File: config.mk
export PLATFORM = sky130hd
export DESIGN_NAME = tshi_ram
export DESIGN_NICKNAME = d
export VERILOG_FILES = /design/src/rtl/tshi_ram.sv
export SDC_FILE = /design/constraint.sdc
export NUM_CORES = 1
export LEC_CHECK = 0
export BUFFER_PORTS_ARGS = -buffer_cell sky130_fd_sc_hd__buf_4
export CAP_MARGIN = 30
export CORE_ASPECT_RATIO = 0.6
export CORE_MARGIN = 2
export CORE_UTILIZATION = 55
export DETAILED_ROUTE_END_ITERATION = 10
export PLACE_DENSITY = 0.71
export SETUP_SLACK_MARGIN = 0.02
export SYNTH_ARGS = -nofsm -noshare
export SYNTH_HDL_FRONTEND = slang
export SYNTH_SLANG_ARGS = --single-unit
export TNS_END_PERCENT = 1
File: constraint.sdc
create_clock -name clock -period 2.8 [get_ports clock]
set_input_delay 0.56 -clock clock [delete_from_list [all_inputs] [get_ports clock]]
set_output_delay 0.56 -clock clock [all_outputs]
set_load 0.01 [all_outputs]
File: src/rtl/tshi_ram.sv
// ----------------------------------------------------------------------------
// tshi_ram
// Generic RAM, one write port and two registered read ports.
// ----------------------------------------------------------------------------
module tshi_ram #(
   parameter int WIDTH = 8,
   parameter int DEPTH = 64
) (
   input  logic                     clock,
   input  logic                     wr_en,
   input  logic [$clog2(DEPTH)-1:0] wr_addr,
   input  logic [WIDTH-1:0]         wr_data,
   input  logic                     rd_en,
   input  logic [$clog2(DEPTH)-1:0] rd_addr_a,
   input  logic [$clog2(DEPTH)-1:0] rd_addr_b,
   output logic [WIDTH-1:0]         rd_data_a,
   output logic [WIDTH-1:0]         rd_data_b
);

   logic [WIDTH-1:0] mem_ff [DEPTH];
   logic [WIDTH-1:0] rd_a_ff;
   logic [WIDTH-1:0] rd_b_ff;

   always_ff @(posedge clock) begin
      if (wr_en) begin
         mem_ff[wr_addr] <= wr_data;
      end
      if (rd_en) begin
         rd_a_ff <= mem_ff[rd_addr_a];
         rd_b_ff <= mem_ff[rd_addr_b];
      end
   end

   assign rd_data_a = rd_a_ff;
   assign rd_data_b = rd_b_ff;

endmodule

==> metrics.md <==
| Metric | Value |
|---|---|
| CTS tree | done |
| Clk buf depth | 3 |
| Core area | 43,600 um2 |
| Initial DRT Pass Iterations | 11 |
| FF+latch count, synth | about 530 |
| Outcome | finished, violations left |
| R2R depth | 5 |
| Fillers | 2,901 |
| Die Height | roughly 170 um |
| Worst-Skew Late Latency | about 0.59 ns |
| Syn nets | between 1k and 1.5k |
| Design area | 28,000 um2 |
| Post-CTS setup buffer count | 0 |
| Synthesized area | approximately 24,000 um2 |
| Tcrit/Tclk final | 0.883 |
| RSZ-0062 raised after global routing | false |
| FP Rows | 59 |
| VDD IR max | 0.584 mV |
| Syn_area_per_cell | 20.2 um2 |
| Placed Area | approximately 26,000 um2 |
| Worst hold margin | between 0.4 and 0.5 ns |
| Ys async rst share | 0 |
| Remaining DRCs | 2 |
| GRT Util Overall | 0.298 |
| Count leader, synth | edfxtp_1 |
| Share of cells above drive strength 1 | 0.377 |
| Routability cong. | between 0.9 and 1 |
| Least-Margin Pin Slew | 0.812 ns |
| Antenna violations before repair | 2 |
| Max incr delay on CP | 0.54 ns |
| Arr. time, crit path | between 2 and 3 ns |
| MaxCap Viol Count | 0 |
| Failing checks | DRC |
| Final Hold Fails | 0 |
| Slowest-stage cell, CP | mux4_2 |
| Synth warn | 0 |
| Root Driver | clkbuf_16 |
| Main synth FF type | edfxtp_1 |
| DR vias/cell | 7.14 |
| Netlist cell types | 37 |
| First-pass GRT wire length | 98.8 mm |
| Tmin final | between 2 and 2.5 ns |
| Largest net degree at the start of global routing | 65 |
| Post-Synthesis Cells | between 1k and 1.5k |
| Hold Path Cell Cnt | 1 |
| Fmax | between 400 and 500 MHz |
| Min-Delay Path Class | in -> reg |
| Post-synth EDFFs | 528 |
| Synth cell count leaders | edfxtp_1, mux4_2, nor2_1 |
| Die W | 276 um |
| Lkg Pwr | approximately 0.009 uW |
| Crit. End Element | flip-flop |
| Antenna diodes | 0 |
| Share of the synthesized area in the top cell type | 0.649 |
| Cts hold-fix bufs | 0 |
| Max_slew headroom | 0.458 |
| Final core occ | 0.642 |
| CTS resizes | 0 |
| Antenna-violating nets left | 0 |
| Fin. max-slew vios | 0 |
| CP required | 3.12 ns |
| Final WL | 67.2 mm |
| WS Path Type | in -> reg |
| Worst R2R Setup Slack | ~0.48 ns |
| CTS Sinks | around 530 |
| Drt wl/cell | 34.1 um |
| Vias | ~14k |
| Synth area leader | edfxtp_1 |
| Initial DRC Count | around 2.2k |
| Clk_skew | around 0.026 ns |
| Remaining Overflow, GRT | 0 |
| Power per Cell Area | a little over 600 nW/um2 |
| Worst-path clk slew | 0.07 ns |
| Post-DP HPWL | about 45 mm |
| Share of the yosys chip area belonging to registers | 0.649 |
| CTS buffer count | a little under 50 |
| PortBufs | 44 |
| Area Overhead vs Synth | 14.5% |
| Final nets | about 1.4k |
| H-tree levels | 2 |
| Ranking of synthesized cells by area | edfxtp_1, mux4_2, mux2i_1, nor2_1, buf_2 |
| Number of global-route vias before repair | 14.0k |
| Initial Utilization | 0.561 |
| Critical-path cell list | clkbuf_8, buf_12, buf_12, mux4_2, mux4_2, o21ai_1, o22ai_1 |
| Final setup violation count | 0 |
| Die footprint | roughly 46,000 um2 |
| Num ports | 45 |
| Worst-path fanout max | 18 |
| CP startpoint kind | primary input |
## per-layer routing
metal	vias to the layer above	track usage	wire (um)
li1	5525	-	-
met1	7429	0.472	27400
met2	1000	0.421	29400
met3	117	0.0760	8810
met4	2	0.0734	1690
met5	-	0	13
## layout make-up
type                            count  area [um2]  area share
Tap cell                          579         724      0.0259
Clock buffer                       59        1310      0.0467
Sequential cell                   528       15900       0.567
Inverter                            3        11.3    0.000402
Clock inverter                     29         299      0.0107
Timing Repair Buffer              186        1690      0.0603
Multi-Input combinational cell    587        8100       0.289
## critical path, delay by kind of cell
kind	cells	cell delay, ns
multiplexers	2	1.04
buffers and inverters	3	0.61
AO/OA/AOI/OAI	2	0.55
## worst paths after layout
kind | start | end
max | rd_addr_a[0] | rd_data_a[2]
min | rd_en | rd_data_a[1]
max reg2reg | mem_ff[55][3] | rd_data_b[3]
min reg2reg | mem_ff[2][1] | rd_data_b[1]
## where the power goes
group / total (uW) / switching, uW / internal [uW]
clock network: 6830 / 2960 / 3870
registers: 8830 / 45.1 / 8780
logic: 1530 / 860 / 670
total: 17200 / 3870 / 13300
## cell families (layout without fill, tap and decap cells)
logic type,after synthesis,count (layout),synth area share
buffers and inverters,96,277,0.0197
AO/OA/AOI/OAI,100,100,0.0279
flip-flops,528,528,0.649
multiplexers,338,338,0.277
AND/OR/NAND/NOR,149,149,0.0267
## flip-flops by register name, indices dropped and copies added, names as in the netlist
name       cells
mem_ff       512
rd_data_b      8
rd_data_a      8
## stage by stage
step / setup TNS [ns] / worst slack, ns / std cells / total power [uW]
2_1_floorplan: 0 / 0.289 / 1211 / 9830
3_3_place_gp: -0.517 / -0.158 / 1882 / 10500
3_5_place_dp: -0.658 / -0.191 / 1883 / 10500
4_1_cts: 0 / 0.423 / 1971 / 17200
5_1_grt: 0 / 0.264 / 1971 / 17600
6_report: 0 / 0.327 / 1971 / 17200
## layout by cell type (no fill, tap or decap), types with 3 or more instances in the layout
master	netlist	routed
buf_4	12	159
o21ai_0	17	17
a221o_1	5	5
nor2_1	75	75
edfxtp_1	528	528
mux4_2	270	270
o21ai_1	7	7
bufinv_16	0	6
o22ai_1	20	20
o221ai_1	5	5
clkbuf_1	34	8
o31a_1	5	5
nand2b_1	6	6
nand4_1	3	3
mux2i_1	66	66
a221oi_1	7	7
clkinv_1	0	13
nand3_1	20	20
buf_12	0	22
a21oi_1	10	10
o211ai_1	3	3
and2_1	3	3
nor2b_1	8	8
clkinv_2	0	4
nand2_1	28	28
a22oi_1	14	14
clkbuf_16	0	51
Power figures use the tool's default switching activity.
